**src/rtl/sha1e_pkg.sv**
```systemverilog
`timescale 1ns / 1ps
`default_nettype none
// ----------------------------------------------------------------------------
// SHA-1 hash engine package
// Shared types, constants and the command/status bundle between the
// controller and the datapath.
// ----------------------------------------------------------------------------
package sha1e_pkg;

  typedef logic [31:0] word_t;

  localparam int unsigned LenWidthDefault = 64;
  localparam int unsigned DigestWords     = 5;
  localparam logic [2:0]  LastWordIdx     = 3'd4;

  localparam word_t HashInit [DigestWords] = '{
    32'h67452301, 32'hEFCDAB89, 32'h98BADCFE, 32'h10325476, 32'hC3D2E1F0
  };

  localparam word_t RoundK [4] = '{
    32'h5A827999, 32'h6ED9EBA1, 32'h8F1BBCDC, 32'hCA62C1D6
  };

  // byte source for the block buffer write port
  typedef enum logic [1:0] {
    SRC_DATA = 2'd0,
    SRC_MARK = 2'd1,
    SRC_ZERO = 2'd2
  } sha1e_src_e;

  typedef struct packed {
    logic       byte_wr;     // write one byte at the current position
    sha1e_src_e byte_src;
    logic       count_inc;   // add one byte to the bit count
    logic       len_wr;      // write the length into the last two words
    logic       hash_load;   // load a..e from the chaining words
    logic       round_en;    // run one compression round
    logic [1:0] round_stage; // which group of twenty rounds
    logic       chain_add;   // fold a..e into the chaining words
    logic       chain_init;  // restart: initial hash, zero counts
    logic       out_load;    // load one digest word into the output register
    logic [2:0] out_idx;
  } sha1e_cmd_t;

  typedef struct packed {
    logic [5:0] pos;       // byte position within the block
    logic       out_free;  // output register can take a word this cycle
  } sha1e_sts_t;

endpackage
`default_nettype wire

```
**src/rtl/sha1e_dp.sv**
```systemverilog
`timescale 1ns / 1ps
`default_nettype none
// ----------------------------------------------------------------------------
// SHA-1 datapath
// Block buffer with rolling schedule window, round logic, chaining words,
// length counter and the digest output register.
// ----------------------------------------------------------------------------
module sha1e_dp #(
  parameter int unsigned LenWidth = sha1e_pkg::LenWidthDefault
) (
  input  wire logic                   clk_i,
  input  wire logic                   rst_ni,
  input  wire sha1e_pkg::sha1e_cmd_t  cmd_i,
  output sha1e_pkg::sha1e_sts_t       sts_o,
  input  wire logic [7:0]             in_byte_i,
  output logic                        out_valid_o,
  input  wire logic                   out_ready_i,
  output logic [31:0]                 out_word_o,
  output logic [2:0]                  out_idx_o,
  output logic                        out_last_o
);
  import sha1e_pkg::*;

  logic [5:0]          pos_q;
  logic [LenWidth-1:0] count_q;
  word_t               win_q [16];
  word_t               a_q, b_q, c_q, d_q, e_q;
  word_t               chain_q [DigestWords];
  logic                out_valid_q;
  word_t               out_word_q;
  logic [2:0]          out_idx_q;
  logic                out_last_q;

  logic [7:0]  byte_val;
  logic [4:0]  lane_sh;
  logic [63:0] len_field;
  word_t       f_val;
  word_t       w_next;
  word_t       t_val;

  always_comb begin
    case (cmd_i.byte_src)
      SRC_DATA: byte_val = in_byte_i;
      SRC_MARK: byte_val = 8'h80;
      default:  byte_val = 8'h00;
    endcase
  end

  // big-endian lane: byte 0 of a word lands in bits 31:24
  assign lane_sh   = {~pos_q[1:0], 3'b000};
  assign len_field = 64'(count_q);

  always_comb begin
    case (cmd_i.round_stage)
      2'd0:    f_val = (b_q & c_q) | (~b_q & d_q);
      2'd2:    f_val = (b_q & c_q) | (b_q & d_q) | (c_q & d_q);
      default: f_val = b_q ^ c_q ^ d_q;
    endcase
  end

  assign w_next = win_q[13] ^ win_q[8] ^ win_q[2] ^ win_q[0];
  assign t_val  = {a_q[26:0], a_q[31:27]} + f_val + e_q + win_q[0]
                + RoundK[cmd_i.round_stage];

  // block buffer and schedule window
  always_ff @(posedge clk_i) begin
    if (cmd_i.round_en) begin
      for (int i = 0; i < 15; i++) begin
        win_q[i] <= win_q[i+1];
      end
      win_q[15] <= {w_next[30:0], w_next[31]};
    end else if (cmd_i.len_wr) begin
      win_q[14] <= len_field[63:32];
      win_q[15] <= len_field[31:0];
    end else if (cmd_i.byte_wr) begin
      win_q[pos_q[5:2]][lane_sh +: 8] <= byte_val;
    end
  end

  // working variables
  always_ff @(posedge clk_i) begin
    if (cmd_i.hash_load) begin
      a_q <= chain_q[0];
      b_q <= chain_q[1];
      c_q <= chain_q[2];
      d_q <= chain_q[3];
      e_q <= chain_q[4];
    end else if (cmd_i.round_en) begin
      a_q <= t_val;
      b_q <= a_q;
      c_q <= {b_q[1:0], b_q[31:2]};
      d_q <= c_q;
      e_q <= d_q;
    end
  end

  always_ff @(posedge clk_i or negedge rst_ni) begin
    if (!rst_ni) begin
      pos_q   <= '0;
      count_q <= '0;
      for (int i = 0; i < DigestWords; i++) begin
        chain_q[i] <= HashInit[i];
      end
    end else begin
      if (cmd_i.chain_init) begin
        pos_q   <= '0;
        count_q <= '0;
        for (int i = 0; i < DigestWords; i++) begin
          chain_q[i] <= HashInit[i];
        end
      end else begin
        if (cmd_i.byte_wr) begin
          pos_q <= pos_q + 6'd1;
        end
        if (cmd_i.count_inc) begin
          count_q <= count_q + LenWidth'(8);
        end
        if (cmd_i.chain_add) begin
          chain_q[0] <= chain_q[0] + a_q;
          chain_q[1] <= chain_q[1] + b_q;
          chain_q[2] <= chain_q[2] + c_q;
          chain_q[3] <= chain_q[3] + d_q;
          chain_q[4] <= chain_q[4] + e_q;
        end
      end
    end
  end

  // output register: hold the beat until taken
  always_ff @(posedge clk_i or negedge rst_ni) begin
    if (!rst_ni) begin
      out_valid_q <= 1'b0;
    end else if (cmd_i.out_load) begin
      out_valid_q <= 1'b1;
    end else if (out_ready_i) begin
      out_valid_q <= 1'b0;
    end
  end

  always_ff @(posedge clk_i) begin
    if (cmd_i.out_load) begin
      out_word_q <= chain_q[cmd_i.out_idx];
      out_idx_q  <= cmd_i.out_idx;
      out_last_q <= (cmd_i.out_idx == LastWordIdx);
    end
  end

  assign sts_o.pos      = pos_q;
  assign sts_o.out_free = !out_valid_q || out_ready_i;

  assign out_valid_o = out_valid_q;
  assign out_word_o  = out_word_q;
  assign out_idx_o   = out_idx_q;
  assign out_last_o  = out_last_q;

endmodule
`default_nettype wire

```
**src/rtl/sha1e_ctrl.sv**
```systemverilog
`timescale 1ns / 1ps
`default_nettype none
// ----------------------------------------------------------------------------
// SHA-1 controller
// Sequences byte intake, padding, the 80-round compression and the digest
// readout by issuing commands to the datapath.
// ----------------------------------------------------------------------------
module sha1e_ctrl (
  input  wire logic                   clk_i,
  input  wire logic                   rst_ni,
  input  wire logic                   in_valid_i,
  input  wire logic                   in_present_i,
  input  wire logic                   in_last_i,
  output logic                        in_ready_o,
  input  wire sha1e_pkg::sha1e_sts_t  sts_i,
  output sha1e_pkg::sha1e_cmd_t       cmd_o
);
  import sha1e_pkg::*;

  localparam logic [2:0] S_IDLE  = 3'd0;
  localparam logic [2:0] S_MARK  = 3'd1;
  localparam logic [2:0] S_ZERO  = 3'd2;
  localparam logic [2:0] S_LEN   = 3'd3;
  localparam logic [2:0] S_LOAD  = 3'd4;
  localparam logic [2:0] S_ROUND = 3'd5;
  localparam logic [2:0] S_ADD   = 3'd6;
  localparam logic [2:0] S_EMIT  = 3'd7;

  // where to go once a block is compressed
  localparam logic [1:0] RET_IDLE = 2'd0;
  localparam logic [1:0] RET_MARK = 2'd1;
  localparam logic [1:0] RET_ZERO = 2'd2;
  localparam logic [1:0] RET_EMIT = 2'd3;

  localparam logic [5:0] PosLast   = 6'd63;
  localparam logic [5:0] PosLen    = 6'd56;
  localparam logic [6:0] RoundLast = 7'd79;
  localparam logic [6:0] Stage1    = 7'd20;
  localparam logic [6:0] Stage2    = 7'd40;
  localparam logic [6:0] Stage3    = 7'd60;

  logic [2:0] state_q, state_d;
  logic [1:0] ret_q, ret_d;
  logic       len_ok_q, len_ok_d;
  logic [6:0] round_q, round_d;
  logic [2:0] word_q, word_d;
  logic [1:0] stage;

  always_comb begin
    if (round_q < Stage1) begin
      stage = 2'd0;
    end else if (round_q < Stage2) begin
      stage = 2'd1;
    end else if (round_q < Stage3) begin
      stage = 2'd2;
    end else begin
      stage = 2'd3;
    end
  end

  always_comb begin
    state_d  = state_q;
    ret_d    = ret_q;
    len_ok_d = len_ok_q;
    round_d  = round_q;
    word_d   = word_q;
    cmd_o    = '0;
    cmd_o.byte_src    = SRC_DATA;
    cmd_o.round_stage = stage;
    cmd_o.out_idx     = word_q;
    in_ready_o        = 1'b0;

    unique case (state_q)
      S_IDLE: begin
        in_ready_o = 1'b1;
        if (in_valid_i) begin
          cmd_o.byte_wr   = in_present_i;
          cmd_o.count_inc = in_present_i;
          if (in_present_i && sts_i.pos == PosLast) begin
            state_d = S_LOAD;
            ret_d   = in_last_i ? RET_MARK : RET_IDLE;
          end else if (in_last_i) begin
            state_d = S_MARK;
          end
        end
      end
      S_MARK: begin
        cmd_o.byte_wr  = 1'b1;
        cmd_o.byte_src = SRC_MARK;
        if (sts_i.pos == PosLast) begin
          state_d  = S_LOAD;
          ret_d    = RET_ZERO;
          len_ok_d = 1'b1;
        end else begin
          state_d  = S_ZERO;
          len_ok_d = (sts_i.pos < PosLen);
        end
      end
      S_ZERO: begin
        if (len_ok_q && sts_i.pos == PosLen) begin
          state_d = S_LEN;
        end else begin
          cmd_o.byte_wr  = 1'b1;
          cmd_o.byte_src = SRC_ZERO;
          // no room for the length: finish this block, pad a fresh one
          if (sts_i.pos == PosLast) begin
            state_d  = S_LOAD;
            ret_d    = RET_ZERO;
            len_ok_d = 1'b1;
          end
        end
      end
      S_LEN: begin
        cmd_o.len_wr = 1'b1;
        state_d      = S_LOAD;
        ret_d        = RET_EMIT;
      end
      S_LOAD: begin
        cmd_o.hash_load = 1'b1;
        round_d         = '0;
        state_d         = S_ROUND;
      end
      S_ROUND: begin
        cmd_o.round_en = 1'b1;
        if (round_q == RoundLast) begin
          state_d = S_ADD;
        end else begin
          round_d = round_q + 7'd1;
        end
      end
      S_ADD: begin
        cmd_o.chain_add = 1'b1;
        word_d          = '0;
        case (ret_q)
          RET_IDLE: state_d = S_IDLE;
          RET_MARK: state_d = S_MARK;
          RET_ZERO: state_d = S_ZERO;
          default:  state_d = S_EMIT;
        endcase
      end
      S_EMIT: begin
        if (sts_i.out_free) begin
          cmd_o.out_load = 1'b1;
          if (word_q == LastWordIdx) begin
            cmd_o.chain_init = 1'b1;
            state_d          = S_IDLE;
          end else begin
            word_d = word_q + 3'd1;
          end
        end
      end
      default: begin
        state_d = S_IDLE;
      end
    endcase
  end

  always_ff @(posedge clk_i or negedge rst_ni) begin
    if (!rst_ni) begin
      state_q  <= S_IDLE;
      ret_q    <= RET_IDLE;
      len_ok_q <= 1'b0;
      round_q  <= '0;
      word_q   <= '0;
    end else begin
      state_q  <= state_d;
      ret_q    <= ret_d;
      len_ok_q <= len_ok_d;
      round_q  <= round_d;
      word_q   <= word_d;
    end
  end

endmodule
`default_nettype wire

```
**src/rtl/sha1_hash_engine_top.sv**
```systemverilog
`timescale 1ns / 1ps
`default_nettype none
// ----------------------------------------------------------------------------
// SHA-1 hash engine
// Hashes a byte stream and returns the five digest words after each message.
//
//   channel   dir  tdata               tuser             tlast
//   s_axis    in   message byte        byte present      end of message
//   m_axis    out  digest word         word number 0..4  fifth word
//
// A byte beat is taken while the controller is idle; every 64th byte triggers a
// compression (load, 80 rounds through one round unit, chain update).
// End of message pads one byte per cycle, pausing while a full block compresses,
// runs one or two more blocks and then loads one digest word per cycle as the
// output register frees up. Reset restores the initial hash and clears the
// counts; the output register holds a beat until m_axis_tready_i takes it.
// ----------------------------------------------------------------------------
module sha1_hash_engine_top #(
  parameter int unsigned LenWidth = sha1e_pkg::LenWidthDefault
) (
  input  wire logic        clk_i,
  input  wire logic        rst_ni,
  input  wire logic        s_axis_tvalid_i,
  output logic             s_axis_tready_o,
  input  wire logic [7:0]  s_axis_tdata_i,   // [7:0] data_byte
  input  wire logic        s_axis_tuser_i,   // [0] byte_present
  input  wire logic        s_axis_tlast_i,   // end_of_message
  output logic             m_axis_tvalid_o,
  input  wire logic        m_axis_tready_i,
  output logic [31:0]      m_axis_tdata_o,   // [31:0] digest_word
  output logic [2:0]       m_axis_tuser_o,   // [2:0] word_number
  output logic             m_axis_tlast_o    // last_word
);
  import sha1e_pkg::*;

  sha1e_cmd_t cmd;
  sha1e_sts_t sts;

  sha1e_ctrl u_ctrl (
    .clk_i       (clk_i),
    .rst_ni      (rst_ni),
    .in_valid_i  (s_axis_tvalid_i),
    .in_present_i(s_axis_tuser_i),
    .in_last_i   (s_axis_tlast_i),
    .in_ready_o  (s_axis_tready_o),
    .sts_i       (sts),
    .cmd_o       (cmd)
  );

  sha1e_dp #(
    .LenWidth(LenWidth)
  ) u_dp (
    .clk_i      (clk_i),
    .rst_ni     (rst_ni),
    .cmd_i      (cmd),
    .sts_o      (sts),
    .in_byte_i  (s_axis_tdata_i),
    .out_valid_o(m_axis_tvalid_o),
    .out_ready_i(m_axis_tready_i),
    .out_word_o (m_axis_tdata_o),
    .out_idx_o  (m_axis_tuser_o),
    .out_last_o (m_axis_tlast_o)
  );

`ifndef SYNTHESIS
  a_no_intake_in_rounds: assert property (@(posedge clk_i) disable iff (!rst_ni)
    cmd.round_en |-> !s_axis_tready_o)
    else $error("input ready while compression rounds run");

  a_no_output_overwrite: assert property (@(posedge clk_i) disable iff (!rst_ni)
    cmd.out_load |-> sts.out_free)
    else $error("digest word loaded over a pending beat");

  a_data_write_on_beat: assert property (@(posedge clk_i) disable iff (!rst_ni)
    (cmd.byte_wr && cmd.byte_src == SRC_DATA) |-> (s_axis_tvalid_i && s_axis_tready_o))
    else $error("message byte written without an input beat");

  a_last_is_word4: assert property (@(posedge clk_i) disable iff (!rst_ni)
    (m_axis_tvalid_o && m_axis_tlast_o) |-> (m_axis_tuser_o == LastWordIdx))
    else $error("last flag on a word other than the fifth");
`endif

endmodule
`default_nettype wire
```
**config.mk**
```make
export PLATFORM = sky130hd
export DESIGN_NAME = sha1_hash_engine_top
export DESIGN_NICKNAME = d
export VERILOG_FILES = /design/src/rtl/sha1e_pkg.sv /design/src/rtl/sha1e_dp.sv /design/src/rtl/sha1e_ctrl.sv /design/src/rtl/sha1_hash_engine_top.sv
export SDC_FILE = /design/constraint.sdc
export NUM_CORES = 2
export LEC_CHECK = 0
export BUFFER_PORTS_ARGS = -buffer_cell sky130_fd_sc_hd__clkbuf_2
export CAP_MARGIN = 30
export CORE_MARGIN = 2
export CORE_UTILIZATION = 55
export CTS_BUF_LIST = sky130_fd_sc_hd__clkbuf_8
export CTS_CLUSTER_DIAMETER = 50
export CTS_CLUSTER_SIZE = 28
export DETAILED_ROUTE_END_ITERATION = 10
export PLACE_DENSITY = 0.71
export SETUP_SLACK_MARGIN = 0.3
export SYNTH_ARGS = -nofsm -noshare
export SYNTH_HDL_FRONTEND = slang
export SYNTH_SLANG_ARGS = --single-unit
```
**constraint.sdc**
```tcl
create_clock -name clk_i -period 16.3 [get_ports clk_i]
set_clock_uncertainty 0.05 [all_clocks]
set_input_delay 0.815 -clock clk_i [delete_from_list [all_inputs] [get_ports clk_i]]
set_output_delay 0.815 -clock clk_i [all_outputs]
set_load 0.05 [all_outputs]
```
==> results_dict.tcl <==
set metrics [dict create \
    final_layout_size_suffix_gt1_frac 0.0957 \
    worst_pin_slew_ps 1130 \
    cp-end-kind "flop" \
    synthesis.nets 5785 \
    numCtsBuffers 113 \
    crit_arrival_ps 7480 \
    synth_top_area_share 0.390 \
    cp-startpoint "u_ctrl.round_q[5]" \
    seq_area_frac_synth 0.504 \
    reg2reg_depth 24 \
    antenna_found_initial 1 \
    cts_root_buf "clkbuf_8" \
    grt_pass1_wl_microns 226000 \
    required_ps 16780 \
    ys_top_cells_by_area "edfxtp_1, nand2_1, dfrtp_1, fa_1, ha_1" \
    wl_microns 146000 \
    num_vias 40400 \
    syn_inst 5446 \
    post_synth_instance_area_sq_mm 0.0545 \
    hpwlAfterDp_microns 103000 \
    port_buffers 51 \
    maxSlewViolCount 0 \
    layout_common_cells "nand2_1, edfxtp_1, o21ai_1" \
    synth_cell_types 90 \
    syn2layout_area_growth_pct 7.23 \
    ioPinCount 52 \
    start_kind "flop" \
    final_nets 5735 \
    setup_viol 0 \
    grt_pass1_vias 39000 \
    antenna_left 0 \
    gp_congestion 0.961 \
    grt-ovfl-total 0 \
    first_pass_iters 6 \
    synth_ff_type "edfxtp_1" \
    grt_start_max_net_pins 84 \
    clk_latency_ps 830 \
    cp_common_cell "fa_1" \
    r2r_slack_ps 9310 \
    core_sq_mm 0.0983 \
    grt_use_total 0.286 \
    cpPeakStageDelay_ps 590 \
    fmax_mhz 143 \
    die_h_microns 319 \
    drc 0 \
    syn_avg_cell_area_sq_um 10.0 \
    crit_chain "o21ai_0, or3_1, buf_4, nand2b_1, buf_4, o221a_2, fa_1, inv_1, fa_1, fa_1, inv_1, ha_1, inv_1, fa_1, nand2b_1, a21oi_1, o2bb2ai_1, o31ai_1, a31oi_1, o22ai_1, o41ai_1, o311ai_1, xnor2_1, o21ai_1" \
    synth_edf_count 708 \
    slew_headroom 0.244 \
    die-area_sq_mm 0.102 \
    cp_max_fo 35 \
    cts_tree "built" \
    drt_iter0_drc 3969 \
    std_cell_rows 115 \
    clock-sinks 952 \
    crit_path_top_delay_cell "o31ai_1" \
    vias_per_cell 5.96 \
    yosys_register_bits 952 \
    crit_type "reg -> reg" \
    fin_crit_ps 6990 \
    status "complete, no violations" \
    cts_resized 0 \
    clk_pin_slew_ps 110 \
    tns_ps 0 \
    ys_async_sr_fraction 0.256 \
    synth_top_area_cell "edfxtp_1" \
    ys_warn_count 0 \
    maxCapViolCount 0 \
    rsz0062_at_grt "false" \
    r2r_start "u_ctrl.round_q[5]" \
    fin_crit_sh 0.429 \
    clock_path_buffers 3 \
    start_util 0.555 \
    finalHoldViolations 0 \
    htree_num_levels 3 \
    wl_per_cell_microns 21.5 \
    die_w_microns 319 \
    endpoint "u_dp.a_q[31]" \
    worstReg2RegEnd "u_dp.a_q[31]" \
    min_path_type "in -> reg" \
    final_common_cell "nand2_1" \
]
==> worst min-delay path by stage <==
stage	startpoint	slack, ps	cells after the start	end
floorplan	u_ctrl.word_q[2]	370	0	u_dp.out_idx_o[2]
global placement	u_dp.win_q[4][24]	450	2	u_dp.win_q[3][24]
detailed placement	u_ctrl.ret_q[0]	450	1	u_ctrl.ret_q[0]
CTS	m_axis_tready_i	290	4	u_dp.out_valid_o
global route	m_axis_tready_i	370	4	u_dp.out_valid_o
finish	m_axis_tready_i	340	4	u_dp.out_valid_o
==> timing repair <==
| item | CTS | global route |
|---|---|---|
| hold buffers | 1 | 0 |
| endpoints found under the hold margin | 34 | 0 |
| buffers inserted | 0 | 0 |
| endpoints found under the setup margin | 0 | 0 |
==> state kept, by name (all words and copies together) (netlist names), 6 cells and up <==
signal / cells
u_dp.win_q: 512
u_dp.d_q: 32
u_dp.e_q: 32
u_dp.pos_q: 6
u_dp.a_q: 32
u_dp.b_q: 32
u_dp.chain_q: 160
u_dp.count_q: 61
u_ctrl.round_q: 7
u_dp.c_q: 32
u_dp.out_word_o: 32
==> per-layer routing <==
| metal | track usage | vias up | wire (microns) |
|---|---|---|---|
| met5 | 0 | - | 0 |
| met4 | 0.110 | 0 | 5750 |
| met3 | 0.0526 | 273 | 12300 |
| met2 | 0.446 | 1572 | 65800 |
| met1 | 0.400 | 19600 | 62100 |
| li1 | - | 19000 | - |
==> worst max-delay path: cells and delay by family (launching register included) <==
| family | cells | cell delay [ps] |
|---|---|---|
| adder cells (fa/ha/maj) | 5 | 1870 |
| AND/OR/NAND/NOR | 3 | 660 |
| flip-flops | 1 | 500 |
| AO/OA/AOI/OAI | 10 | 2600 |
| buffers and inverters | 5 | 860 |
| XOR/XNOR | 1 | 160 |
==> cell families after synthesis <==
| kind of cell | count (synthesis) | share of synthesized area |
|---|---|---|
| mux | 102 | 0.0268 |
| buf+inv | 540 | 0.0399 |
| fa+ha+maj | 325 | 0.0918 |
| xor+xnor | 323 | 0.0519 |
| flops | 952 | 0.504 |
| simple gates | 1885 | 0.146 |
| compound gates | 1319 | 0.140 |
==> stage by stage <==
step	cells	hold slack (ps)	util	cell area, sq um	setup slack (ps)
finish	6784	344	0.595	58500	9310
global route	6784	367	0.595	58500	8830
CTS	6779	290	0.594	58400	9330
detailed placement	6563	453	0.567	55700	9370
global placement	6560	451	0.566	55600	9440
floorplan	5446	373	-	54500	7590
==> cells in the mapped netlist (8+ instances only) <==
| library cell | count |
|---|---|
| a211o_1 | 8 |
| a211oi_1 | 21 |
| a21o_1 | 80 |
| a21oi_1 | 211 |
| a31oi_1 | 21 |
| and2_1 | 20 |
| and3_1 | 29 |
| buf_1 | 15 |
| buf_2 | 61 |
| buf_4 | 13 |
| clkbuf_1 | 167 |
| dfrtp_1 | 164 |
| dfstp_2 | 80 |
| edfxtp_1 | 708 |
| fa_1 | 125 |
| ha_1 | 200 |
| inv_1 | 279 |
| mux2_2 | 33 |
| mux2i_1 | 37 |
| mux4_2 | 32 |
| nand2_1 | 1272 |
| nand2_2 | 38 |
| nand2b_1 | 41 |
| nand3_1 | 100 |
| nand4_1 | 27 |
| nor2_1 | 209 |
| nor2b_1 | 21 |
| nor3_1 | 64 |
| o211ai_1 | 42 |
| o21a_1 | 30 |
| o21ai_0 | 314 |
| o21ai_1 | 449 |
| o21bai_1 | 16 |
| o221a_2 | 11 |
| o221ai_1 | 26 |
| o31ai_1 | 10 |
| or3_1 | 18 |
| xnor2_1 | 180 |
| xor2_1 | 143 |
==> layout make-up <==
class	instances	area, sq um
inverters	281	1050
multi-input cells	3954	25000
clock inverters	100	1090
clock buffers	115	1580
fillers	8266	39800
well taps	1287	1610
diodes	1	2.50
flip-flops and latches	952	27500
repair buffers	94	687
Power is not shown: default switching activity piles up to over one toggle a cycle in this logic, so the estimate is an artifact.
